$ cat src/design/tle_pkg.sv
`timescale 1ns / 1ps

package tle_pkg;

  localparam int LINE_CAPACITY_DEF = 32;

  typedef logic [6:0] char_t;

  localparam char_t BELL  = 7'h07;
  localparam char_t SPACE = 7'h20;
  localparam char_t NUL   = 7'h00;

  localparam logic [7:0] CH_EOT      = 8'd4;
  localparam logic [7:0] CH_BS       = 8'd8;
  localparam logic [7:0] CH_CR       = 8'd13;
  localparam logic [7:0] CH_RIGHT    = 8'd14;
  localparam logic [7:0] CH_LEFT     = 8'd15;
  localparam logic [7:0] CH_CAN      = 8'd25;
  localparam logic [7:0] CH_PRINT_LO = 8'd32;
  localparam logic [7:0] CH_DEL      = 8'd127;

  localparam int NUM_CMDS = 5;
  localparam int CMD_SPAN = 7;

  // command strings, null terminated
  localparam char_t CMD_TEXT [NUM_CMDS][CMD_SPAN] = '{
    '{7'h63, 7'h6c, 7'h65, 7'h61, 7'h72, 7'h00, 7'h00},
    '{7'h65, 7'h78, 7'h69, 7'h74, 7'h00, 7'h00, 7'h00},
    '{7'h74, 7'h72, 7'h61, 7'h69, 7'h6e, 7'h21, 7'h00},
    '{7'h77, 7'h72, 7'h69, 7'h74, 7'h65, 7'h00, 7'h00},
    '{7'h72, 7'h65, 7'h61, 7'h64, 7'h00, 7'h00, 7'h00}
  };

  localparam logic [2:0] CMD_LEN [NUM_CMDS] = '{3'd5, 3'd4, 3'd6, 3'd5, 3'd4};

  localparam logic [2:0] SCAN_LAST = 3'd6;

  typedef enum logic [1:0] {
    EV_NONE,
    EV_EOT,
    EV_CANCEL,
    EV_COMMAND
  } line_event_t;

  typedef enum logic [2:0] {
    CMD_INVALID,
    CMD_CLEAR,
    CMD_EXIT,
    CMD_TRAIN,
    CMD_WRITE,
    CMD_READ
  } cmd_code_t;

endpackage

$ cat src/design/tle_in_if.sv
`timescale 1ns / 1ps

interface tle_in_if;
  logic       valid;
  logic       ready;
  logic [7:0] rx_byte;

  modport source (output valid, output rx_byte, input ready);
  modport sink (input valid, input rx_byte, output ready);
endinterface

$ cat src/design/tle_out_if.sv
`timescale 1ns / 1ps

interface tle_out_if;
  logic       valid;
  logic       ready;
  logic       echo_valid;
  logic [6:0] echo_byte;
  logic [1:0] line_event;
  logic [2:0] command_code;

  modport source (output valid, output echo_valid, output echo_byte,
                  output line_event, output command_code, input ready);
  modport sink (input valid, input echo_valid, input echo_byte,
                input line_event, input command_code, output ready);
endinterface

$ cat src/design/terminal_line_editor_command_matcher.sv
`timescale 1ns / 1ps

// Terminal line editor with command matcher.
// in_ch carries one received terminal byte per beat; out_ch returns exactly
// one result beat per input beat: echo flag and byte, line event, command.
// Editing bytes (printable, backspace, delete, cursor moves, EOT, cancel,
// ignored controls) have a registered result that shows on out_ch the cycle
// after the input beat, and a new byte can be taken every cycle while out_ch
// keeps taking results.
// Carriage return reads the first seven line entries one per cycle from the
// line store and matches them against the command table; its result is
// registered after the scan, drain and finish states, and the line is cleared.
// in_ch.ready is low while a carriage return is being matched, and while a
// result waits on out_ch with out_ch.ready low; a stalled result holds.
// Reset (rst_n low, synchronous) empties the line at once: cursor, length
// and all entry valid bits are cleared, so no clearing pass is needed.

module terminal_line_editor_command_matcher
  import tle_pkg::*;
#(
  parameter int LINE_CAPACITY = LINE_CAPACITY_DEF
) (
  input  logic       clk,
  input  logic       rst_n,
  tle_in_if.sink     in_ch,
  tle_out_if.source  out_ch
);

  localparam int AW = $clog2(LINE_CAPACITY);
  localparam int CW = $clog2(LINE_CAPACITY + 1);

  typedef enum logic [1:0] {
    ST_IDLE,
    ST_SCAN,
    ST_DRAIN,
    ST_FIN
  } state_t;

  state_t      state_r, state_nxt;
  logic [CW-1:0] cur_r, cur_nxt;
  logic [CW-1:0] len_r, len_nxt;
  logic [2:0]  scan_idx_r, scan_idx_nxt;
  logic        step_r, step_nxt;
  logic [2:0]  step_idx_r, step_idx_nxt;
  logic        out_valid_r, out_valid_nxt;
  logic        echo_valid_r, echo_valid_nxt;
  char_t       echo_byte_r, echo_byte_nxt;
  line_event_t line_event_r, line_event_nxt;
  cmd_code_t   command_code_r, command_code_nxt;

  logic          in_ready;
  logic          accept;
  logic          clr;
  logic          wr_en;
  logic [AW-1:0] wr_addr;
  char_t         wr_data;
  char_t         rd_entry;
  cmd_code_t     match_code;
  logic          match_start;
  logic [7:0]    c;
  logic [CW-1:0] cur_dec;
  logic [CW-1:0] cur_inc;
  logic [CW-1:0] cur_edit;
  logic [CW-1:0] len_edit;

  assign in_ready    = (state_r == ST_IDLE) && (!out_valid_r || out_ch.ready);
  assign accept      = in_ch.valid && in_ready;
  assign in_ch.ready = in_ready;
  assign c           = in_ch.rx_byte;
  assign cur_dec     = cur_r - CW'(1);
  assign cur_inc     = cur_r + CW'(1);
  assign match_start = accept && (c == CH_CR);

  always_comb begin
    state_nxt        = state_r;
    cur_nxt          = cur_r;
    len_nxt          = len_r;
    scan_idx_nxt     = scan_idx_r;
    step_nxt         = 1'b0;
    step_idx_nxt     = step_idx_r;
    out_valid_nxt    = out_valid_r && !out_ch.ready;
    echo_valid_nxt   = echo_valid_r;
    echo_byte_nxt    = echo_byte_r;
    line_event_nxt   = line_event_r;
    command_code_nxt = command_code_r;
    clr              = 1'b0;
    wr_en            = 1'b0;
    wr_addr          = AW'(cur_r);
    wr_data          = NUL;
    cur_edit         = cur_r;
    len_edit         = len_r;

    unique case (state_r)
      ST_IDLE: begin
        if (accept) begin
          if (c == CH_CR) begin
            state_nxt    = ST_SCAN;
            scan_idx_nxt = '0;
          end else begin
            out_valid_nxt    = 1'b1;
            echo_valid_nxt   = 1'b0;
            echo_byte_nxt    = NUL;
            line_event_nxt   = EV_NONE;
            command_code_nxt = CMD_INVALID;
            if (c == CH_BS) begin
              echo_valid_nxt = 1'b1;
              if (cur_r != '0) begin
                cur_edit      = cur_dec;
                wr_en         = 1'b1;
                wr_addr       = AW'(cur_dec);
                echo_byte_nxt = c[6:0];
                if (cur_r == len_r) begin
                  len_edit = len_r - CW'(1);
                  wr_data  = NUL;
                end else begin
                  wr_data  = SPACE;
                end
              end else begin
                echo_byte_nxt = BELL;
              end
            end else if (c == CH_RIGHT) begin
              echo_valid_nxt = 1'b1;
              if (cur_r < len_r) begin
                cur_edit      = cur_inc;
                echo_byte_nxt = c[6:0];
              end else begin
                echo_byte_nxt = BELL;
              end
            end else if (c == CH_LEFT) begin
              echo_valid_nxt = 1'b1;
              if (cur_r != '0) begin
                cur_edit      = cur_dec;
                echo_byte_nxt = c[6:0];
              end else begin
                echo_byte_nxt = BELL;
              end
            end else if (c == CH_EOT) begin
              line_event_nxt = EV_EOT;
            end else if (c == CH_CAN) begin
              line_event_nxt = EV_CANCEL;
              clr            = 1'b1;
              cur_edit       = '0;
              len_edit       = '0;
            end else if (c < CH_PRINT_LO) begin
              echo_valid_nxt = 1'b0;
            end else if (c == CH_DEL) begin
              echo_valid_nxt = 1'b1;
              if (len_r == '0 || cur_r == len_r) begin
                echo_byte_nxt = BELL;
              end else begin
                wr_en         = 1'b1;
                echo_byte_nxt = c[6:0];
                if (cur_inc == len_r) begin
                  len_edit = len_r - CW'(1);
                  wr_data  = NUL;
                end else begin
                  wr_data  = SPACE;
                end
              end
            end else if (c < CH_DEL) begin
              echo_valid_nxt = 1'b1;
              if (cur_r < CW'(LINE_CAPACITY)) begin
                wr_en         = 1'b1;
                wr_data       = c[6:0];
                cur_edit      = cur_inc;
                echo_byte_nxt = c[6:0];
              end else begin
                echo_byte_nxt = BELL;
              end
            end else begin
              echo_valid_nxt = 1'b1;
              echo_byte_nxt  = BELL;
            end
            cur_nxt = cur_edit;
            len_nxt = (cur_edit > len_edit) ? cur_edit : len_edit;
          end
        end
      end
      ST_SCAN: begin
        step_nxt     = 1'b1;
        step_idx_nxt = scan_idx_r;
        scan_idx_nxt = scan_idx_r + 3'd1;
        if (scan_idx_r == SCAN_LAST) begin
          state_nxt = ST_DRAIN;
        end
      end
      ST_DRAIN: begin
        state_nxt = ST_FIN;
      end
      ST_FIN: begin
        out_valid_nxt    = 1'b1;
        echo_valid_nxt   = 1'b0;
        echo_byte_nxt    = NUL;
        line_event_nxt   = EV_COMMAND;
        command_code_nxt = match_code;
        clr              = 1'b1;
        cur_nxt          = '0;
        len_nxt          = '0;
        state_nxt        = ST_IDLE;
      end
      default: begin
        state_nxt = ST_IDLE;
      end
    endcase
  end

  always_ff @(posedge clk) begin
    if (!rst_n) begin
      state_r     <= ST_IDLE;
      cur_r       <= '0;
      len_r       <= '0;
      scan_idx_r  <= '0;
      step_r      <= 1'b0;
      out_valid_r <= 1'b0;
    end else begin
      state_r     <= state_nxt;
      cur_r       <= cur_nxt;
      len_r       <= len_nxt;
      scan_idx_r  <= scan_idx_nxt;
      step_r      <= step_nxt;
      out_valid_r <= out_valid_nxt;
    end
    step_idx_r     <= step_idx_nxt;
    echo_valid_r   <= echo_valid_nxt;
    echo_byte_r    <= echo_byte_nxt;
    line_event_r   <= line_event_nxt;
    command_code_r <= command_code_nxt;
  end

  tle_store #(
    .LINE_CAPACITY (LINE_CAPACITY)
  ) u_store (
    .clk      (clk),
    .rst_n    (rst_n),
    .clr      (clr),
    .wr_en    (wr_en),
    .wr_addr  (wr_addr),
    .wr_data  (wr_data),
    .rd_addr  (AW'(scan_idx_r)),
    .rd_entry (rd_entry)
  );

  tle_match u_match (
    .clk   (clk),
    .rst_n (rst_n),
    .start (match_start),
    .step  (step_r),
    .idx   (step_idx_r),
    .entry (rd_entry),
    .code  (match_code)
  );

  assign out_ch.valid        = out_valid_r;
  assign out_ch.echo_valid   = echo_valid_r;
  assign out_ch.echo_byte    = echo_byte_r;
  assign out_ch.line_event   = line_event_r;
  assign out_ch.command_code = command_code_r;

endmodule

$ cat src/design/tle_store.sv
`timescale 1ns / 1ps

module tle_store
  import tle_pkg::*;
#(
  parameter int  LINE_CAPACITY = LINE_CAPACITY_DEF,
  localparam int AW = $clog2(LINE_CAPACITY)
) (
  input  logic          clk,
  input  logic          rst_n,
  input  logic          clr,
  input  logic          wr_en,
  input  logic [AW-1:0] wr_addr,
  input  char_t         wr_data,
  input  logic [AW-1:0] rd_addr,
  output char_t         rd_entry
);

  char_t                    mem [LINE_CAPACITY];
  logic [LINE_CAPACITY-1:0] vld_r;
  char_t                    rd_data_r;
  logic                     rd_vld_r;
  logic                     rd_in_range;

  assign rd_in_range = {1'b0, rd_addr} < (AW+1)'(LINE_CAPACITY);

  always_ff @(posedge clk) begin
    if (wr_en) begin
      mem[wr_addr] <= wr_data;
    end
    rd_data_r <= mem[rd_addr];
  end

  always_ff @(posedge clk) begin
    if (!rst_n || clr) begin
      vld_r    <= '0;
      rd_vld_r <= 1'b0;
    end else begin
      if (wr_en) begin
        vld_r[wr_addr] <= 1'b1;
      end
      rd_vld_r <= rd_in_range && vld_r[rd_addr];
    end
  end

  // unwritten entries read as null
  assign rd_entry = rd_vld_r ? rd_data_r : NUL;

endmodule

$ cat src/design/tle_match.sv
`timescale 1ns / 1ps

module tle_match
  import tle_pkg::*;
(
  input  logic       clk,
  input  logic       rst_n,
  input  logic       start,
  input  logic       step,
  input  logic [2:0] idx,
  input  char_t      entry,
  output cmd_code_t  code
);

  logic [NUM_CMDS-1:0] hit_r;
  logic [NUM_CMDS-1:0] hit_nxt;

  always_comb begin
    hit_nxt = hit_r;
    if (start) begin
      hit_nxt = '1;
    end else if (step) begin
      for (int k = 0; k < NUM_CMDS; k++) begin
        if (idx <= CMD_LEN[k] && entry != CMD_TEXT[k][idx]) begin
          hit_nxt[k] = 1'b0;
        end
      end
    end
  end

  always_comb begin
    code = CMD_INVALID;
    for (int k = NUM_CMDS - 1; k >= 0; k--) begin
      if (hit_r[k]) begin
        code = cmd_code_t'(3'(k + 1));
      end
    end
  end

  always_ff @(posedge clk) begin
    if (!rst_n) begin
      hit_r <= '0;
    end else begin
      hit_r <= hit_nxt;
    end
  end

endmodule
$ cat src/flat_wrapper.sv
// flat-port wrapper written by rule: the top's interface ports become plain ports
module terminal_line_editor_command_matcher_flat import tle_pkg::*;
#(
  parameter int LINE_CAPACITY = LINE_CAPACITY_DEF
)
  (clk, rst_n, in_ch_valid, in_ch_rx_byte, in_ch_ready, out_ch_valid, out_ch_echo_valid, out_ch_echo_byte, out_ch_line_event, out_ch_command_code, out_ch_ready);
  tle_in_if in_ch_i ();
  tle_out_if out_ch_i ();
  input  logic clk;
  input  logic rst_n;
  input wire logic [$bits(in_ch_i.valid)-1:0] in_ch_valid;
  input wire logic [$bits(in_ch_i.rx_byte)-1:0] in_ch_rx_byte;
  output wire logic [$bits(in_ch_i.ready)-1:0] in_ch_ready;
  output wire logic [$bits(out_ch_i.valid)-1:0] out_ch_valid;
  output wire logic [$bits(out_ch_i.echo_valid)-1:0] out_ch_echo_valid;
  output wire logic [$bits(out_ch_i.echo_byte)-1:0] out_ch_echo_byte;
  output wire logic [$bits(out_ch_i.line_event)-1:0] out_ch_line_event;
  output wire logic [$bits(out_ch_i.command_code)-1:0] out_ch_command_code;
  input wire logic [$bits(out_ch_i.ready)-1:0] out_ch_ready;
  assign in_ch_i.valid = in_ch_valid;
  assign in_ch_i.rx_byte = in_ch_rx_byte;
  assign in_ch_ready = in_ch_i.ready;
  assign out_ch_valid = out_ch_i.valid;
  assign out_ch_echo_valid = out_ch_i.echo_valid;
  assign out_ch_echo_byte = out_ch_i.echo_byte;
  assign out_ch_line_event = out_ch_i.line_event;
  assign out_ch_command_code = out_ch_i.command_code;
  assign out_ch_i.ready = out_ch_ready;
  terminal_line_editor_command_matcher #(.LINE_CAPACITY(LINE_CAPACITY)) u_core (.clk(clk), .rst_n(rst_n), .in_ch(in_ch_i), .out_ch(out_ch_i));
endmodule
$ cat config.mk
export PLATFORM = sky130hd
export DESIGN_NAME = terminal_line_editor_command_matcher_flat
export DESIGN_NICKNAME = d
export VERILOG_FILES = /design/src/design/tle_pkg.sv /design/src/design/tle_in_if.sv /design/src/design/tle_out_if.sv /design/src/design/terminal_line_editor_command_matcher.sv /design/src/design/tle_store.sv /design/src/design/tle_match.sv /design/src/flat_wrapper.sv
export SDC_FILE = /design/constraint.sdc
export NUM_CORES = 1
export LEC_CHECK = 0
export BUFFER_PORTS_ARGS = -buffer_cell sky130_fd_sc_hd__clkbuf_2
export CAP_MARGIN = 15
export CORE_MARGIN = 5
export CORE_UTILIZATION = 35
export CTS_BUF_LIST = sky130_fd_sc_hd__clkbuf_4
export DETAILED_ROUTE_END_ITERATION = 12
export GPL_TIMING_DRIVEN = 0
export MAX_ROUTING_LAYER = met4
export SLEW_MARGIN = 20
export SYNTH_ARGS = -nofsm -noshare
export SYNTH_HDL_FRONTEND = slang
export SYNTH_HIERARCHICAL = 1
export SYNTH_SLANG_ARGS = --single-unit
$ cat constraint.sdc
create_clock -name clk -period 4.4 [get_ports clk]
set_clock_uncertainty 0.15 [all_clocks]
set_input_delay 0.88 -clock clk [delete_from_list [all_inputs] [get_ports clk]]
set_output_delay 0.88 -clock clk [all_outputs]
set_load 0.05 [all_outputs]
=== Word-level counts from Yosys, hierarchy flattened ===
Memory sizes are Yosys's and may differ from the RTL's. A register that Yosys moved wholly into a read port is not among the register bits.
Index checks and enable logic that the tools add are counted.

* $add $sub $neg: 4
* Magnitude comparators: 12
* Equality and inequality tests: 22
* Multiplexer cells: 153
* Bitwise logic cells: 2
* Reductions and logical operators: 35

{| class="wikitable"
|+ Operators with widths
! cell !! count
|-
| two-way mux 7 bit || 39
|-
| two-way mux 6 bit || 35
|-
| two-way mux 1 bit || 41
|-
| two-way mux 5 bit || 7
|-
| != test 7 bit || 5
|-
| equality test 8 x 4 -> 1 bit (second input constant) || 4
|-
| OR 32 bit || 1
|-
| two-way mux 3 bit || 9
|-
| case mux 6 bit (2 select lines) || 2
|-
| two-way mux 2 bit || 10
|-
| nonzero test 2 bit || 8
|-
| case mux 7 bit (2 select lines) || 1
|-
| equality test 6 bit || 2
|-
| case mux 3 bit (2 select lines) || 2
|-
| subtractor 6 x 1 -> 6 bit (second input constant) || 2
|-
| logical AND 1 bit || 10
|-
| AND reduction 2 bit || 5
|-
| <= comparator 3 bit (second input constant) || 3
|-
| AND reduction 3 bit || 3
|-
| equality test 8 x 3 -> 1 bit (second input constant) || 1
|-
| equality test 8 x 5 -> 1 bit (second input constant) || 1
|-
| equality test 8 x 7 -> 1 bit (second input constant) || 1
|-
| less-than comparator 8 x 6 -> 1 bit (second input constant) || 1
|-
| less-than comparator 8 x 7 -> 1 bit (second input constant) || 1
|-
| other kinds (25) || 34
|}

* Bits in registers: 73
* Bits in writable memories: 224
* ROM bits: 280
* Bits of input ports: 12
* Output and inout port bits: 15
* Word-level logic and storage cells: 252
* Memories: 6

{| class="wikitable"
|+ Memory list
! memory !! words !! width !! read ports !! clocked after memory_dff !! write ports !! RTL line !! RTL
|-
| u_core.u_store.mem || 32 || 7 || 1 || 1 || 1 || tle_store.sv:19 || <nowiki>char_t mem [LINE_CAPACITY];</nowiki>
|-
| (name not given) || 8 || 7 || 1 || 0 || 0 || tle_match.sv:24 || <nowiki>if (idx <= CMD_LEN[k] && entry != CMD_TEXT[k][idx]) begin</nowiki>
|-
| (name not given) || 8 || 7 || 1 || 0 || 0 || tle_match.sv:24 ||
|-
| (name not given) || 8 || 7 || 1 || 0 || 0 || tle_match.sv:24 ||
|-
| (name not given) || 8 || 7 || 1 || 0 || 0 || tle_match.sv:24 ||
|-
| (name not given) || 8 || 7 || 1 || 0 || 0 || tle_match.sv:24 ||
|}

=== Logic depth before layout (Yosys ltp) ===
* Word-level depth: 19
* Gate-level depth with buffers: 19
* Depth with buffers taken out: 17

=== Hierarchy ===
The synthesis kept the hierarchy.

{| class="wikitable"
|+ Modules (own cells, without submodules)
! module !! instances !! cells an instance !! area an instance (sq um) !! seq. area each (sq um)
|-
| tle_store || 1 || 471 || 10070.9 || 7527.2
|-
| terminal_line_editor_command_matcher || 1 || 402 || 3245.6 || 860.8
|-
| tle_match || 1 || 121 || 897.1 || 100.1
|}

=== Worst setup path after synthesis ===
No wires, ideal clock.

* Path type: register to register
* Start: reg u_core.cur_r[3]
* End: reg u_core.len_r[1]
* Setup time: 0.122 ns
* Arrival time: 4.207 ns
* Path slack: -0.079 ns
* Cell stages (with the launch flop): 17
* Clock period less this slack: 4.479 ns
* Path through: dfxtp_1 -> buf_2 -> clkbuf_1 -> nand3_1 -> ha_1 -> xor2_1 -> or4_1 -> o31ai_4 -> nand2_1 -> xnor2_1 -> or2_2 -> ha_1 -> a21o_1 -> a2111oi_0 -> nor3_1 -> and2_1 -> a221o_1

* Cells in the longest elaborated chain, start to end: 19
* Elaborated cells on any way between the ends: 41

{| class="wikitable"
|+ RTL lines
! element !! RTL line !! RTL
|-
| start: declaration || terminal_line_editor_command_matcher.sv:40 || <nowiki>logic [CW-1:0] cur_r, cur_nxt;</nowiki>
|-
| start signal: assignment || terminal_line_editor_command_matcher.sv:217 || <nowiki>cur_r <= cur_nxt;</nowiki>
|-
| adder 6 x 1 -> 6 bit || terminal_line_editor_command_matcher.sv:71 || <nowiki>assign cur_inc = cur_r + CW'(1);</nowiki>
|-
| equality test 6 bit || terminal_line_editor_command_matcher.sv:153 || <nowiki>if (cur_inc == len_r) begin</nowiki>
|-
| two-way mux 6 bit || terminal_line_editor_command_matcher.sv:153 ||
|-
| two-way mux 6 bit || terminal_line_editor_command_matcher.sv:148 || <nowiki>if (len_r == '0 || cur_r == len_r) begin</nowiki>
|-
| two-way mux 6 bit || terminal_line_editor_command_matcher.sv:146 || <nowiki>end else if (c == CH_DEL) begin</nowiki>
|-
| two-way mux 6 bit || terminal_line_editor_command_matcher.sv:144 || <nowiki>end else if (c < CH_PRINT_LO) begin</nowiki>
|-
| two-way mux 6 bit || terminal_line_editor_command_matcher.sv:139 || <nowiki>end else if (c == CH_CAN) begin</nowiki>
|-
| two-way mux 6 bit || terminal_line_editor_command_matcher.sv:137 || <nowiki>end else if (c == CH_EOT) begin</nowiki>
|-
| [... 3 more ...] || -- ||
|-
| two-way mux 6 bit || terminal_line_editor_command_matcher.sv:96 || <nowiki>if (c == CH_CR) begin</nowiki>
|-
| two-way mux 6 bit || terminal_line_editor_command_matcher.sv:95 || <nowiki>if (accept) begin</nowiki>
|-
| two-way mux 6 bit || terminal_line_editor_command_matcher.sv:93 || <nowiki>unique case (state_r)</nowiki>
|-
| greater-than comparator 6 bit || terminal_line_editor_command_matcher.sv:175 || <nowiki>len_nxt = (cur_edit > len_edit) ? cur_edit : len_edit;</nowiki>
|-
| two-way mux 6 bit * || terminal_line_editor_command_matcher.sv:175 ||
|-
| two-way mux 6 bit * || terminal_line_editor_command_matcher.sv:96 ||
|-
| two-way mux 6 bit * || terminal_line_editor_command_matcher.sv:95 ||
|-
| case mux 6 bit (2 select lines) * || terminal_line_editor_command_matcher.sv:93 ||
|-
| end signal: assignment || terminal_line_editor_command_matcher.sv:218 || <nowiki>len_r <= len_nxt;</nowiki>
|-
| end: declaration || terminal_line_editor_command_matcher.sv:41 || <nowiki>logic [CW-1:0] len_r, len_nxt;</nowiki>
|}

Mark *: on every way between the ends. The rest lies on a longest branch, timed or not. The select of a mux whose other input is x is not followed.
A chain may end at the register's enable or synchronous reset.

=== Worst setup path in the final report ===
* Start: reg u_core.cur_r[0]
* End: mem u_core/u_store/mem[16][5] (netlist bit), enable pin

* Cells in the longest elaborated chain, start to end: 15
* Elaborated cells on any way between the ends: 26

{| class="wikitable"
|+ RTL lines
! element !! RTL line !! RTL
|-
| less-than comparator 6 bit / equality test 6 bit (equally long branches) || terminal_line_editor_command_matcher.sv:162, terminal_line_editor_command_matcher.sv:148 ||
|-
| two-way mux 1 bit / logical OR 1 bit (equally long branches) || terminal_line_editor_command_matcher.sv:162, terminal_line_editor_command_matcher.sv:148 ||
|-
| two-way mux 1 bit, on equally long branches || terminal_line_editor_command_matcher.sv:160, terminal_line_editor_command_matcher.sv:148 ||
|-
| two-way mux 1 bit || terminal_line_editor_command_matcher.sv:146 ||
|-
| two-way mux 1 bit || terminal_line_editor_command_matcher.sv:144 ||
|-
| two-way mux 1 bit || terminal_line_editor_command_matcher.sv:139 ||
|-
| two-way mux 1 bit || terminal_line_editor_command_matcher.sv:137 ||
|-
| two-way mux 1 bit || terminal_line_editor_command_matcher.sv:129 || <nowiki>end else if (c == CH_LEFT) begin</nowiki>
|-
| two-way mux 1 bit || terminal_line_editor_command_matcher.sv:121 || <nowiki>end else if (c == CH_RIGHT) begin</nowiki>
|-
| two-way mux 1 bit * || terminal_line_editor_command_matcher.sv:105 || <nowiki>if (c == CH_BS) begin</nowiki>
|-
| two-way mux 1 bit * || terminal_line_editor_command_matcher.sv:96 ||
|-
| two-way mux 1 bit * || terminal_line_editor_command_matcher.sv:95 ||
|-
| two-way mux 1 bit * || terminal_line_editor_command_matcher.sv:93 ||
|-
| net u_core.wr_en || terminal_line_editor_command_matcher.sv:54 || <nowiki>logic wr_en;</nowiki>
|-
| two-way mux 1 bit * || tle_store.sv:28 || <nowiki>if (wr_en) begin</nowiki>
|-
| two-way mux 1 bit (not written as such) * || tle_store.sv:29 || <nowiki>mem[wr_addr] <= wr_data;</nowiki>
|-
| end: declaration || tle_store.sv:19 ||
|}

The timed path passes the listed nets; every way through them passes the cells marked *.

==> impl_metrics.py <==
metrics = {
    "run_status": {
        "outcome": "complete, no violations",
    },
    "sta": {
        "timing.hold.ws_ps": 310,
        "setup_viol": 0,
        "relSlewSlack": 0.307,
        "post-route-min-period_ps": 4390,
        "final_hold_viol_count": 0,
        "worstMarginPinSlew_ps": 1040,
        "fin_crit_sh": 0.999,
        "tns_ps": 0,
        "finalMaxSlewViolations": 0,
        "rsz0062_at_grt": "true",
        "fmax_mhz": 228,
    },
    "critical_path": {
        "critical_path_class": "reg2reg",
        "arrival_ps": 4510,
        "cp-start-kind": "flop",
        "end_kind": "flop",
        "crit_required_ps": 4520,
        "critical_path.max_fanout": 8,
    },
    "placed_design": {
        "place_congestion": 0.914,
        "dp_hpwl_mm": 23.5,
        "io_buffers": 24,
    },
    "power_and_ir_drop": {
        "leakage_uw": 0.00560,
        "vdd_drop_max_mv": 0.180,
        "power_density_nw_per_um2": 370,
    },
    "global_route": {
        "gr-total-overflow": 0,
        "grt_pass1_vias": 9016,
        "grt_pass1_wl_mm": 53.5,
        "grt_max_degree": 33,
        "grtUsageTotal": 0.159,
        "antenna_found_initial": 1,
    },
    "flow_run": {
        "drv_cap": 0,
    },
    "cts": {
        "path_clk_slew_ps": 70,
        "cts_root_buf": "clkbuf_4",
        "htree_levels": 3,
        "insertion_delay_ps": 690,
        "tritoncts": "done",
        "cts_hold_buffers": 0,
        "clock-sinks": 304,
        "cts_buffer_depth": 3,
        "numCtsBuffers": 78,
    },
    "synthesis": {
        "synth_cells": 994,
        "ys_ff_latch": 304,
        "synth_cell_types": 88,
        "netlist_area_sq_um": 14200,
        "synth-edff-count": 240,
        "syn_avg_cell_area_sq_um": 14.3,
        "synthArstFlopShare": 0,
        "synth_warnings": 6,
        "synth.yosys.seq_area_share": 0.597,
        "ys.flop_type": "edfxtp_1",
    },
    "drt": {
        "postRouteAntennaNets": 0,
        "wirelength_mm": 34.9,
        "route.detailed.wl_per_inst_um": 20.5,
        "drtIter0Drc": 756,
        "post-route-drc-count": 0,
        "route.vias.total": 9247,
        "via_per_inst": 5.44,
        "drt_first_pass_iters": 5,
    },
    "hold_path": {
        "hp-class": "reg2reg",
    },
    "floorplan": {
        "std_cell_rows": 73,
        "die_w_um": 212,
        "dieArea_sq_um": 44700,
        "io_pins": 27,
        "coreArea_sq_um": 39900,
        "dieHeight_um": 212,
        "start_util": 0.356,
    },
    "layout": {
        "mostFrequentLayoutCells": "edfxtp_1 (240), clkbuf_4 (118), mux4_2 (77)",
        "final_common_cell": "edfxtp_1",
        "nets": 1156,
        "drive_above_1_share": 0.320,
        "syn2layout_area_growth_pct": 15.8,
    },
}
-- area by class of cell --
class | instances | area [sq um]
timing repair buffer | 38 | 240
clock inverter | 23 | 153
sequential | 304 | 8500
multi-input combinational | 605 | 5570
buffer | 57 | 333
inverter | 30 | 113
tap | 525 | 657
antenna | 1 | 2.50
clock buffer | 118 | 886
fill | 3660 | 23500
-- power by group --
group | internal, uW | switching [uW]
clock network | 1350 | 1120
registers | 3120 | 18.0
logic | 163 | 325
total | 4630 | 1460
-- routing by layer --
layer  up-vias  part of all wire  track usage
li1       4201                 -            -
met1      4625              0.43        0.212
met2       371              0.46        0.240
met3        50             0.087       0.0452
met4         0             0.017       0.0475
met5         -                 0            -
-- state kept, by name (all words and copies together), names as in the netlist --
register	flops
u_core/step_idx_r	3
u_core/out_ch.valid	1
u_core/step_r	1
u_core/u_store/rd_vld_r	1
u_core/cur_r	6
u_core/len_r	6
u_core/out_ch.line_event	2
u_core/out_ch.echo_valid	1
u_core/out_ch.command_code	3
u_core/scan_idx_r	3
u_core/u_store/vld_r	32
u_core/u_store/mem	224
u_core/u_store/rd_data_r	7
u_core/u_match/hit_r	5
u_core/state_r	2
u_core/out_ch.echo_byte	7
-- repair_timing --
item | in CTS | in global routing
setup buffers | 2 | 7
resized for setup | 27 | 49
setup endpoints to repair | 194 | 243
pin swaps | 2 | 7
-- per-stage QoR --
step                instance area [sq um]  worst slack [ps]  utilization  std cells  total power, uW
floorplan                           14200              7.62            -        996             3520
global placement                    15000             -1890        0.376       1545             3640
detailed placement                  15100              -707        0.378       1550             3650
CTS                                 16200              2.15        0.407       1693             6150
global route                        16500              -132        0.412       1701             6380
finish                              16500              6.31        0.412       1701             6090
-- cell families (layout without fill, tap and decap cells) --
| family | Yosys count | in the layout | share of synthesized area |
|---|---|---|---|
| buf+inv | 87 | 266 | 0.0290 |
| xor+xnor | 19 | 19 | 0.0117 |
| simple gates | 271 | 271 | 0.104 |
| mux | 98 | 98 | 0.138 |
| other cells | 1 | 4 | 0.000264 |
| flops | 304 | 304 | 0.597 |
| fa+ha+maj | 30 | 30 | 0.0264 |
| compound gates | 184 | 184 | 0.0937 |
-- worst max-delay path: stages (launching register included) --
cell	delay (ps)
dfxtp_4	390
inv_2	90
ha_1	320
nand4_1	140
nor2_2	80
or4_1	520
buf_6	150
nand2_1	130
nand2_1	90
a21oi_1	410
or3b_2	480
clkbuf_1	440
nor2_2	570
-- cells in the mapped netlist (4+ instances only) --
cell / number / area [sq um]
or3_1: 7 / 43.8
mux2i_1: 9 / 90.1
edfxtp_1: 240 / 7210
o31ai_1: 6 / 45.0
a21o_1: 4 / 30.0
a31oi_1: 4 / 25.0
o21a_1: 34 / 255
nand2_1: 44 / 165
clkbuf_1: 23 / 86.3
nand3_1: 17 / 85.1
xnor2_1: 11 / 96.3
nor2_1: 68 / 255
or4_1: 4 / 30.0
buf_2: 17 / 85.1
xor2_1: 8 / 70.1
ha_1: 30 / 375
inv_1: 30 / 113
mux2_2: 11 / 124
buf_4: 11 / 82.6
nand4_1: 8 / 50.1
mux4_2: 77 / 1730
a21oi_1: 31 / 155
a22oi_1: 5 / 37.5
dfxtp_1: 64 / 1280
o22ai_1: 13 / 81.3
nand3b_1: 10 / 75.1
and2_1: 26 / 163
nor3_1: 18 / 90.1
nand2b_1: 15 / 93.8
a211oi_1: 8 / 60.1
nor4_1: 4 / 25.0
and3_1: 12 / 75.1
nor2b_1: 9 / 56.3
o311ai_0: 4 / 35.0
o21ai_0: 24 / 120
a2bb2oi_1: 5 / 43.8
-- final timing paths --
check / endpoint / slack, ps / from / cells after the start
hold / removal: u_core/u_store/vld_r[28]$_SDFFE_PP0P_ / 310 / u_core/u_store/vld_r[28]$_SDFFE_PP0P_ / 1
setup / recovery: u_core/u_store/mem[16][5]$_DFFE_PP_ / 6 / u_core/cur_r[0]$_SDFFE_PN0P_ / 12
setup reg to reg: u_core/u_store/mem[16][5]$_DFFE_PP_ / 6 / u_core/cur_r[0]$_SDFFE_PN0P_ / 12
hold reg to reg: u_core/u_store/vld_r[28]$_SDFFE_PP0P_ / 310 / u_core/u_store/vld_r[28]$_SDFFE_PP0P_ / 1
Note: power is estimated with default switching activity, not from simulation.
